`config.mk`:
```
export PLATFORM = sky130hd
export DESIGN_NAME = nts_ctrl
export DESIGN_NICKNAME = d
export VERILOG_FILES = /design/src/sv/nts_pkg.sv /design/src/sv/nts_ctrl.sv
export SDC_FILE = /design/constraint.sdc
export NUM_CORES = 1
export LEC_CHECK = 0
export ABC_AREA = 1
export BUFFER_PORTS_ARGS = -buffer_cell sky130_fd_sc_hd__buf_4
export CAP_MARGIN = 40
export CORE_AREA = 2 2 39 41
export CTS_CLUSTER_SIZE = 10
export DETAILED_ROUTE_END_ITERATION = 10
export DIE_AREA = 0 0 41 43
export GPL_TIMING_DRIVEN = 0
export PLACE_DENSITY = 0.42
export SYNTH_ARGS = -nofsm -noshare
export SYNTH_HDL_FRONTEND = slang
export SYNTH_SLANG_ARGS = --single-unit
```
`constraint.sdc`:
```
create_clock -name clk -period 1.2 [get_ports clk]
set_clock_uncertainty 0.15 [all_clocks]
set_input_delay 0.18 -clock clk [delete_from_list [all_inputs] [get_ports clk]]
set_output_delay 0.18 -clock clk [all_outputs]
set_load 0.1 [all_outputs]
```
`src/sv/nts_pkg.sv`:
```
package nts_pkg;

  // Table geometry and field widths.
  localparam int MAX_VARS   = 64;
  localparam int MAX_DOMAIN = 16;
  localparam int HEUR_WIDTH = 16;

  localparam int TABLE_DEPTH = MAX_VARS * MAX_DOMAIN;
  localparam int TABLE_AW    = $clog2(TABLE_DEPTH);

  localparam int CNT_W     = 7;
  localparam int NV_W      = 7;
  localparam int SCORE_W   = 8;
  localparam int VAR_W     = 6;
  localparam int VAL_W     = 4;
  localparam int HEUR_IN_W = 16;

  localparam logic [CNT_W-1:0]      COUNT_MAX = '1;
  localparam logic [SCORE_W-1:0]    SCORE_MAX = '1;
  localparam logic [HEUR_WIDTH-1:0] HEUR_MAX  = '1;
  localparam logic [NV_W-1:0]       NV_MAX    = NV_W'(MAX_VARS);
  localparam logic [NV_W-1:0]       NV_RESET  = NV_W'(1);

  // Input word: one state variable of a search state.
  typedef struct packed {
    logic [VAR_W-1:0]     var_index;
    logic [VAL_W-1:0]     fact_value;
    logic [HEUR_IN_W-1:0] heur_value;
    logic                 heur_dead_end;
    logic                 is_last;
  } in_word_t;

  // Output word: the score of one finished state.
  typedef struct packed {
    logic [SCORE_W-1:0] novelty_score;
    logic               is_dead;
  } out_word_t;

  // One table entry: seen flag and best heuristic value so far.
  typedef struct packed {
    logic                  seen;
    logic [HEUR_WIDTH-1:0] heur;
  } entry_t;

  // Commands from the controller to the datapath.
  typedef struct packed {
    logic clear;
    logic accept;
    logic update;
    logic finish;
  } nts_cmd_t;

  // Status from the datapath to the controller.
  typedef struct packed {
    logic clear_last;
    logic item_last;
    logic out_free;
  } nts_status_t;

  // Saturate an incoming heuristic value to the stored width.
  function automatic logic [HEUR_WIDTH-1:0] sat_heur(input logic [HEUR_IN_W-1:0] v);
    logic [HEUR_WIDTH-1:0] r;
    if (32'(v) > 32'(HEUR_MAX)) r = HEUR_MAX;
    else r = HEUR_WIDTH'(v);
    return r;
  endfunction

endpackage

```
`src/sv/nts_ctrl.sv`:
```
module nts_ctrl import nts_pkg::*; (
  input  logic        clk,
  input  logic        rst,
  input  logic        in_valid,
  output logic        in_ready,
  input  nts_status_t status,
  output nts_cmd_t    cmd
);

  typedef enum logic [3:0] {
    S_CLEAR  = 4'b0001,
    S_IDLE   = 4'b0010,
    S_UPDATE = 4'b0100,
    S_FINISH = 4'b1000
  } state_t;

  state_t state, state_next;

  // State register.
  always_ff @(posedge clk) begin
    if (rst) state <= S_CLEAR;
    else state <= state_next;
  end

  // Next state and commands.
  always_comb begin
    state_next = state;
    cmd        = '0;
    in_ready   = 1'b0;
    case (state)
      S_CLEAR: begin
        cmd.clear = 1'b1;
        if (status.clear_last) state_next = S_IDLE;
      end
      S_IDLE: begin
        in_ready = 1'b1;
        if (in_valid) begin
          cmd.accept = 1'b1;
          state_next = S_UPDATE;
        end
      end
      S_UPDATE: begin
        cmd.update = 1'b1;
        state_next = status.item_last ? S_FINISH : S_IDLE;
      end
      S_FINISH: begin
        if (status.out_free) begin
          cmd.finish = 1'b1;
          state_next = S_IDLE;
        end
      end
      default: state_next = S_CLEAR;
    endcase
  end

endmodule

```
==> metrics.md, run 1 <==
| Metric | Value |
|---|---|
| Status | `complete, but fails checks` |
| Failing checks | `setup timing` |
| DRT antenna net count | `0` |
| Global routing usage on met2 | `14.4%` |
| Area contributors post-synth | `dfxtp_1, nor2_2, inv_1, nand3_2, nand3_1` |
| Worst Path Arrival | `1140 ps` |
| Fin nets | `69` |
| Max_cap viols | `0` |
| Final hold slack | `37.5 ps` |
| Row count | `14` |
| Clock Path Buffers | `2` |
| Post-synth EDFFs | `0` |
| Chip Width | `41 um` |
| Cell variety after synth | `13` |
| Ports | `11` |
| CTS tree | `yes` |
| Pin count of the biggest net entering global routing | `5` |
| Post-synth net total | `47` |
| Setup tns final | `-1250 ps` |
| Final setup viols | `6` |
| Initial DRT Pass Iterations | `3` |
| Synth Register Bits | `4` |
| Final Hold Viols | `0` |
| Worst slack at placement | `-187 ps` |
| Global Route Usage Sum | `10.6%` |
| Post-layout util | `43.3%` |
| CTS buffer count | `3` |
| Initial core utilization | `19.9%` |
| Die height | `43 um` |
| CP Data Required Time | `870 ps` |
| Post-synthesis sequential area ratio | `29.1%` |
| Area grow syn2layout | `118%` |
| Post-place instance area | `420 sq um` |
| Met3 track demand over resource | `3.66%` |
| Tightest Pin Transition | `152 ps` |
| Overall die area | `1760 sq um` |
| Final period util | `122%` |
| Placed Instances | `67` |
| Vias | `325` |
| GRT Max-Usage Layer | `met2` |
| RSZ-0062 raised after global routing | `true` |
| Design Power | `743 uW` |
| Fin area | `599 sq um` |
| Crit path time final | `1470 ps` |
| Cells after Synth | `41` |
| Remaining global-route overflow | `0` |
| Net Sw Frac | `43.3%` |
| Crit start category | `flop` |
| Final number of max-transition violations | `0` |
| Top Registers | `state (4)` |
| Most frequent cells after synthesis | `inv_1, nor2_2, dfxtp_1, nand2_1, nand3_1` |
| Vias in the first global route | `326` |
| Layout Cells excl Fill | `78` |
| Initial antenna violation count | `0` |
| H-tree level count | `1` |
| Reg clk slew, reported paths | `40 ps` |
| Core area | `1380 sq um` |
| DRC | `0` |
| I/O Buffers | `10` |
| Top-count cell post-synth | `inv_1` |
| Synth Area per Inst | `6.71 sq um` |
| Worst Setup SP | `state[0]` |
| Combinational power share | `51.1%` |
| DR vias/cell | `4.17` |
| Detailed Route WL | `697 um` |
| CP max FO | `4` |
| Max reg flops | `4` |
| Post-Syn Area | `275 sq um` |
| Crit Reg-Reg Startpoint | `state[3]` |
| Detail Placement HPWL | `506 um` |
| # diodes | `0` |
| Critical path class | `flop to output pin` |
| Ys Warns | `0` |
| Area share of the leading cell type in the synthesized netlist | `29.1%` |
| Routability congestion estimate | `0.736` |
| # fillers | `152` |
| Routed wire per std cell | `8.94 um` |
| Asr flop ratio synth | `0%` |
| P_sw | `322 uW` |
| Seq pwr share | `24.3%` |
| Initial DRC count | `1` |
| Top FF cell, synth | `dfxtp_1` |
| Worst-skew pair later-pin latency | `240 ps` |
| Layout cells sized above 1 | `79.0%` |
| First-pass GRT wire length | `1.23 mm` |
| CP endpoint kind | `output pin` |
| Largest area contributor in the synthesized netlist | `dfxtp_1` |
| Internal | `421 uW` |
| Clock network fraction of design power | `24.6%` |
| Root buf cell | `clkbuf_4` |
| PD cells | `1240 nW/um^2` |
| Most flop-heavy register | `state` |
| FMAX | `0.682 GHz` |
| Static leakage | `0.251 nW` |
| Hold Path Origin | `status[1]` |
| Slew HR | `89.8%` |
| Met1 GRT Util | `12.2%` |
| Final worst slack | `-266 ps` |
| Sinks on Clock Net | `4` |
| Max VDD drop | `0.000762 V` |
| Min-delay worst type | `input pin to flop` |
==> kinds of logic (layout without fill, tap and decap cells) <==
logic type | Yosys count | count (layout) | share of synthesized area, %
flops | 4 | 4 | 29.1
compound gates | 1 | 1 | 3.18
simple gates | 25 | 25 | 52.7
buf+inv | 11 | 32 | 15.0
==> cell type report <==
cell class / instances / area (sq um) / share of cell area (%)
multi-input combinational: 26 / 211 / 35.3
sequential: 4 / 95.1 / 15.9
inverter: 11 / 53.8 / 8.98
tap: 16 / 20.0 / 3.34
clock buffer: 4 / 26.3 / 4.38
timing repair buffer: 17 / 193 / 32.2
==> placed cells by master (no fill, tap or decap) <==
| master | count |
|---|---|
| nand2_4 | 1 |
| inv_2 | 4 |
| inv_1 | 4 |
| clkinvlp_4 | 2 |
| nor2_2 | 3 |
| nand3_2 | 3 |
| clkbuf_1 | 1 |
| dfxtp_4 | 4 |
| a21oi_2 | 1 |
| buf_4 | 11 |
| nor2_4 | 7 |
| nand3b_1 | 1 |
| dlygate4sd3_1 | 1 |
| nor3_1 | 1 |
| nand2_2 | 4 |
| clkinv_4 | 1 |
| buf_12 | 5 |
| nand4_1 | 1 |
| clkbuf_4 | 3 |
| nand3_1 | 4 |
==> timing repair <==
action / in CTS / in global routing
hold endpoints to repair: 2 / 0
setup buffers: 3 / 3
pin swaps: 7 / 3
hold buffers: 1 / 0
gates resized for setup: 25 / 2
endpoints found under the setup margin: 5 / 7
==> power groups by stage <==
| stage | sequential (mW) | combinational [mW] | clock [mW] |
|---|---|---|---|
| 4_1_cts | 0.181 | 0.377 | 0.188 |
| 3_3_place_gp | 0.169 | 0.300 | 0 |
| 6_report | 0.181 | 0.380 | 0.183 |
| 2_1_floorplan | 0.167 | 0.244 | 0 |
| 3_5_place_dp | 0.170 | 0.299 | 0 |
| 5_1_grt | 0.183 | 0.407 | 0.195 |
==> routing by layer <==
layer / vias up / part of all wire [%]
met5: - / 0
met4: 0 / 0
met3: 0 / 7.2
met2: 13 / 53
met1: 146 / 39
li1: 166 / -
==> final timing paths <==
path | cells after the start | to | slack, ps
worst max-delay path | 4 | cmd[0] | -270
worst min-delay path | 3 | state[3] | 40
worst max register to register | 5 | state[1] | 0
worst min register to register | 3 | state[3] | 450
==> critical path, cell delays in order, from the launching register on <==
cell and delay [ps]:
dfxtp_4 360, nor2_4 170, nand2_2 100, nor2_4 100, buf_12 180
Power figures use the tool's default switching activity.
==> run 2: changes to the inputs <==
--- a/config.mk
+++ b/config.mk
@@ -13,7 +13,7 @@
 export DETAILED_ROUTE_END_ITERATION = 10
 export DIE_AREA = 0 0 41 43
 export GPL_TIMING_DRIVEN = 0
-export PLACE_DENSITY = 0.42
+export PLACE_DENSITY = 0.43
 export SYNTH_ARGS = -nofsm -noshare
 export SYNTH_HDL_FRONTEND = slang
 export SYNTH_SLANG_ARGS = --single-unit
==> constraint.sdc (replaced) <==
create_clock -name clk -period 1.3 [get_ports clk]
set_clock_uncertainty 0.15 [all_clocks]
set_input_delay 0.195 -clock clk [delete_from_list [all_inputs] [get_ports clk]]
set_output_delay 0.195 -clock clk [all_outputs]
set_load 0.1 [all_outputs]
==> metrics.md, run 2 (synthesized netlist as in run 1, its figures left out) <==
| Metric | Value |
|---|---|
| Status | `complete, but fails checks` |
| Failing checks | `setup timing` |
| Slew HR | `88.1%` |
| Worst r2r dst | `state[0]` |
| RSZ-0062 raised after global routing | `true` |
| Detail Placement HPWL | `513 um` |
| CP top delay family | `flip-flops` |
| Global Route Usage Sum | `11.0%` |
| Final number of max-transition violations | `0` |
| Row count | `14` |
| Worst-skew pair later-pin latency | `230 ps` |
| Worst Hold End | `state[3]` |
| Worst Path Arrival | `1120 ps` |
| PD cells | `1140 nW/um^2` |
| Reg clk slew, reported paths | `30 ps` |
| Seq pwr share | `23.7%` |
| First-pass GRT wire length | `1.26 mm` |
| Area grow syn2layout | `126%` |
| Most frequent cells in the layout | `buf_4, nor2_4, buf_12` |
| Min-delay worst type | `input pin to flop` |
| Max VDD drop | `0.000655 V` |
| Initial DRT Pass Iterations | `4` |
| Crit start category | `flop` |
| Final period util | `113%` |
| Cells on Worst Hold Path | `3` |
| Sinks on Clock Net | `4` |
| Design Power | `712 uW` |
| DRT antenna net count | `0` |
| Final Hold Viols | `0` |
| Routability congestion estimate | `0.636` |
| Cells along the critical path | `inv_2, nor2_4, nand2_4, nor2_4, buf_12` |
| CTS tree | `yes` |
| Crit path max-delay cell type | `dfxtp_4` |
| CP most frequent cell | `nor2_4` |
| Initial antenna violation count | `0` |
| Root buf cell | `clkbuf_4` |
| Final setup viols | `6` |
| P_sw | `303 uW` |
| Bufs and invs on worst path | `2` |
| Static leakage | `0.268 nW` |
| Crit Reg-Reg Startpoint | `state[1]` |
| H-tree level count | `1` |
| Ports | `11` |
| Routed wire per std cell | `9.56 um` |
| Initial core utilization | `19.9%` |
| # diodes | `0` |
| Final worst slack | `-168 ps` |
| DR vias/cell | `4.18` |
| Clock Path Buffers | `2` |
| Overall die area | `1760 sq um` |
| I/O Buffers | `10` |
| Internal | `409 uW` |
| Pin count of the biggest net entering global routing | `5` |
| Reg2Reg Setup Slack | `-10 ps` |
| Fin nets | `72` |
| Most flop-heavy register | `state` |
| CP Data Required Time | `950 ps` |
| Critical path class | `flop to output pin` |
| Clock network fraction of design power | `20.5%` |
| CP endpoint kind | `output pin` |
| Worst slack at placement | `-105 ps` |
| DRC | `0` |
| Final hold slack | `83.4 ps` |
| Combinational power share | `55.8%` |
| Die height | `43 um` |
| Core area | `1380 sq um` |
| CTS buffer count | `3` |
| CP max FO | `3` |
| Remaining global-route overflow | `0` |
| Chip Width | `41 um` |
| Top Registers | `state (4)` |
| Initial DRC count | `3` |
| Detailed Route WL | `765 um` |
| Max reg flops | `4` |
| Tightest Pin Transition | `179 ps` |
| Crit path time final | `1470 ps` |
| R2R cell count | `7` |
| Net Sw Frac | `42.6%` |
| Hold Path Origin | `status[1]` |
| Max_cap viols | `0` |
| Layout cells sized above 1 | `82.8%` |
| CP max stage delay | `370 ps` |
| FMAX | `0.681 GHz` |
| # fillers | `136` |
| Most common cell after layout, fill and taps aside | `buf_4` |
| Vias | `334` |
| Vias in the first global route | `312` |
==> run 2: what timing repair did <==
action / 4_1_cts / 5_1_grt
endpoints found under the hold margin: 2 / 0
buffers inserted: 5 / 4
pin swaps: 6 / 5
endpoints found under the setup margin: 5 / 6
hold buffers: 1 / 0
gates resized for setup: 25 / 5
==> run 2: worst max-delay path by stage <==
stage,slack (ps),end,depth (start not counted),startpoint
after global placement,-90,cmd[0],4,state[1]
after CTS,-180,cmd[2],5,state[1]
final,-170,cmd[2],5,state[1]
after global routing,-220,cmd[2],5,state[1]
after floorplan,-150,cmd[0],3,state[1]
after detailed placement,-100,cmd[0],4,state[1]
==> run 2: per-layer routing <==
layer / track usage [%] / wire length [um] / vias to the layer above
li1: - / - / 175
met1: 13.1 / 338 / 149
met2: 16.9 / 384 / 10
met3: 1.57 / 42 / 0
met4: 8.00 / 0 / 0
met5: 0 / 0 / -
==> run 2: layout make-up <==
type	count	area [sq um]	share of cell area (%)
Clock buffer	3	22.5	3.61
Inverter	11	53.8	8.63
Multi-Input combinational cell	26	216	34.7
Sequential cell	4	95.1	15.3
Tap cell	16	20.0	3.21
Timing Repair Buffer	20	215	34.5
==> run 2: through the flow <==
step | TNS (ps) | util (%) | cell area, sq um | std cells
floorplan | -289 | - | 320 | 41
global placement | -252 | 30.0 | 415 | 67
detailed placement | -284 | 30.0 | 415 | 67
CTS | -772 | 42.0 | 581 | 76
global route | -1050 | 45.0 | 623 | 80
finish | -722 | 45.0 | 623 | 80
==> run 2: worst reg2reg max path, delay by kind of cell, from the launching register on <==
| family | cells | cell delay (ps) |
|---|---|---|
| flip-flops | 1 | 370 |
| buffers and inverters | 3 | 320 |
| AND/OR/NAND/NOR | 4 | 350 |
==> run 2: power by group through the flow <==
stage | combinational, mW | clock (mW) | sequential (mW)
after global placement | 0.276 | 0 | 0.157
final | 0.397 | 0.146 | 0.169
after floorplan | 0.224 | 0 | 0.155
after detailed placement | 0.276 | 0 | 0.157
after global routing | 0.420 | 0.166 | 0.173
after CTS | 0.367 | 0.156 | 0.163
==> run 3: changes to the inputs <==
--- a/config.mk
+++ b/config.mk
@@ -14,6 +14,7 @@
 export DIE_AREA = 0 0 41 43
 export GPL_TIMING_DRIVEN = 0
 export PLACE_DENSITY = 0.43
+export REMOVE_ABC_BUFFERS = 1
 export SYNTH_ARGS = -nofsm -noshare
 export SYNTH_HDL_FRONTEND = slang
 export SYNTH_SLANG_ARGS = --single-unit
==> metrics.md, run 3 (synthesized netlist as in run 1, its figures left out) <==
| Metric | Value |
|---|---|
| Min-delay worst type | `input pin to flop` |
| DR vias/cell | `4.15` |
| Hold Path Origin | `status[1]` |
| Clock network fraction of design power | `21.9%` |
| Seq pwr share | `24.2%` |
| Critical path class | `flop to output pin` |
| Cells along the critical path | `inv_4, nor2_4, nand2_4, nor2_4, buf_12` |
| CP Data Required Time | `950 ps` |
| Top Registers | `state (4)` |
| RSZ-0062 raised after global routing | `true` |
| Chip Width | `41 um` |
| Static leakage | `0.307 nW` |
| CTS tree | `yes` |
| Tightest Pin Transition | `154 ps` |
| # diodes | `0` |
| Status | `complete, but fails checks` |
| Cells on Worst Hold Path | `3` |
| Final setup viols | `6` |
| Detailed Route WL | `854 um` |
| Most flop-heavy register | `state` |
| FMAX | `0.670 GHz` |
| Fin nets | `78` |
| Worst Hold End | `state[3]` |
| Detail Placement HPWL | `486 um` |
| Initial DRT Pass Iterations | `4` |
| PD cells | `1060 nW/um^2` |
| Sinks on Clock Net | `4` |
| Max reg flops | `4` |
| Worst Path Arrival | `1150 ps` |
| Multi-input logic area | `206 sq um` |
| CP most frequent cell | `nor2_4` |
| Max_cap viols | `0` |
| Clock Path Buffers | `2` |
| Final worst slack | `-193 ps` |
| Vias in the first global route | `343` |
| Die height | `43 um` |
| Initial DRC count | `7` |
| Ports | `11` |
| Internal | `397 uW` |
| Layout Cells excl Fill | `86` |
| Worst r2r dst | `state[0]` |
| Slew HR | `89.7%` |
| CP max FO | `4` |
| Net Sw Frac | `42.8%` |
| Row count | `14` |
| Crit start category | `flop` |
| Remaining global-route overflow | `0` |
| Crit Reg-Reg Startpoint | `state[2]` |
| Core area | `1380 sq um` |
| CTS buffer count | `3` |
| Worst-skew pair later-pin latency | `240 ps` |
| Max VDD drop | `0.000623 V` |
| Root buf cell | `clkbuf_4` |
| DRC | `0` |
| First-pass GRT wire length | `1.37 mm` |
| # fillers | `146` |
| Reg2Reg Setup Slack | `-110 ps` |
| Routed wire per std cell | `9.93 um` |
| Most common cell after layout, fill and taps aside | `buf_4` |
| CP endpoint kind | `output pin` |
| Initial core utilization | `19.9%` |
| Global Route Usage Sum | `12.1%` |
| P_sw | `297 uW` |
| I/O Buffers | `10` |
| Crit path max-delay cell type | `dfxtp_4` |
| Placed Instances | `67` |
| Crit path time final | `1490 ps` |
| Routability congestion estimate | `0.646` |
| Pin count of the biggest net entering global routing | `5` |
| Initial antenna violation count | `0` |
| DRT antenna net count | `0` |
| Most frequent cells in the layout | `buf_4, nor2_4, inv_2, inv_1, buf_12` |
| H-tree level count | `1` |
| Area grow syn2layout | `137%` |
| Layout cells sized above 1 | `81.4%` |
| Final number of max-transition violations | `0` |
| Final Hold Viols | `0` |
| R2R cell count | `8` |
| Reg clk slew, reported paths | `40 ps` |
| Overall die area | `1760 sq um` |
| Fin area | `652 sq um` |
| Failing checks | `setup timing` |
| Post-place instance area | `370 sq um` |
| CP max stage delay | `370 ps` |
| Vias | `357` |
| Final period util | `115%` |
| Combinational power share | `53.9%` |
| Seq. cell area | `95.1 sq um` |
[run 3: changes by cell type in the layout (fill, tap and decap cells not counted)]
cell | previous run | this run
buf_4 | 14 | 19
clkinvlp_4 | 2 | 0
inv_2 | 3 | 5
buf_6 | 0 | 1
inv_1 | 4 | 5
inv_4 | 2 | 1
nor2_2 | 3 | 4
nor2_4 | 7 | 6
nor3_1 | 0 | 1
nor3_2 | 1 | 0
[run 3: cell type report]
type                       instances  share of cell area, %
inverter                          11                   6.72
timing repair buffer              26                   40.5
clock buffer                       3                   3.45
tap                               16                   3.07
sequential                         4                   14.6
multi-input combinational         26                   31.7
[run 3: how the worst max path moves through the flow]
stage                         from     end  slack, ps
after floorplan           state[3]  cmd[0]       -910
after CTS                 state[1]  cmd[2]       -210
after global placement    state[1]  cmd[2]       -110
after detailed placement  state[1]  cmd[2]       -100
final                     state[1]  cmd[2]       -190
after global routing      state[3]  cmd[2]       -240
[run 3: routing by layer]
| layer | global-route usage [%] | part of all wire, % | vias to the layer above | wire length, um |
|---|---|---|---|---|
| met5 | 0 | 0 | - | 0 |
| met4 | 10.0 | 3.2 | 0 | 27 |
| met3 | 2.62 | 6.0 | 5 | 51 |
| met2 | 20.3 | 56 | 12 | 475 |
| met1 | 11.6 | 35 | 153 | 300 |
| li1 | - | - | 187 | - |
[run 3: power groups by stage]
stage          clock network [mW]  registers, mW  logic [mW]
4_1_cts                     0.157          0.162       0.364
6_report                    0.152          0.168       0.374
5_1_grt                     0.164          0.171       0.396
3_3_place_gp                    0          0.152       0.252
2_1_floorplan                   0          0.151       0.200
3_5_place_dp                    0          0.152       0.252
[run 3: stage by stage]
step	hold slack [ps]	utilization [%]	TNS, ps	worst slack, ps	power [mW]
after CTS	69.8	46.2	-928	-205	0.683
after global placement	225	26.8	-288	-107	0.404
after floorplan	107	-	-2350	-911	0.351
after detailed placement	222	26.8	-304	-104	0.404
final	71.2	47.1	-923	-193	0.693
after global routing	75.2	47.1	-1200	-242	0.730
[run 3: what timing repair did]
item | CTS | global route
endpoints found under the hold margin | 2 | 0
buffers inserted | 15 | 1
hold buffers | 1 | 0
pin swaps | 6 | 6
setup endpoints to repair | 5 | 7
resized for setup | 40 | 3
[run 3: worst max-delay path: cells and delay by family, from the launching register on]
family	cells	cell delay, ps
simple gates	3	310
buf+inv	2	220
flops	1	370
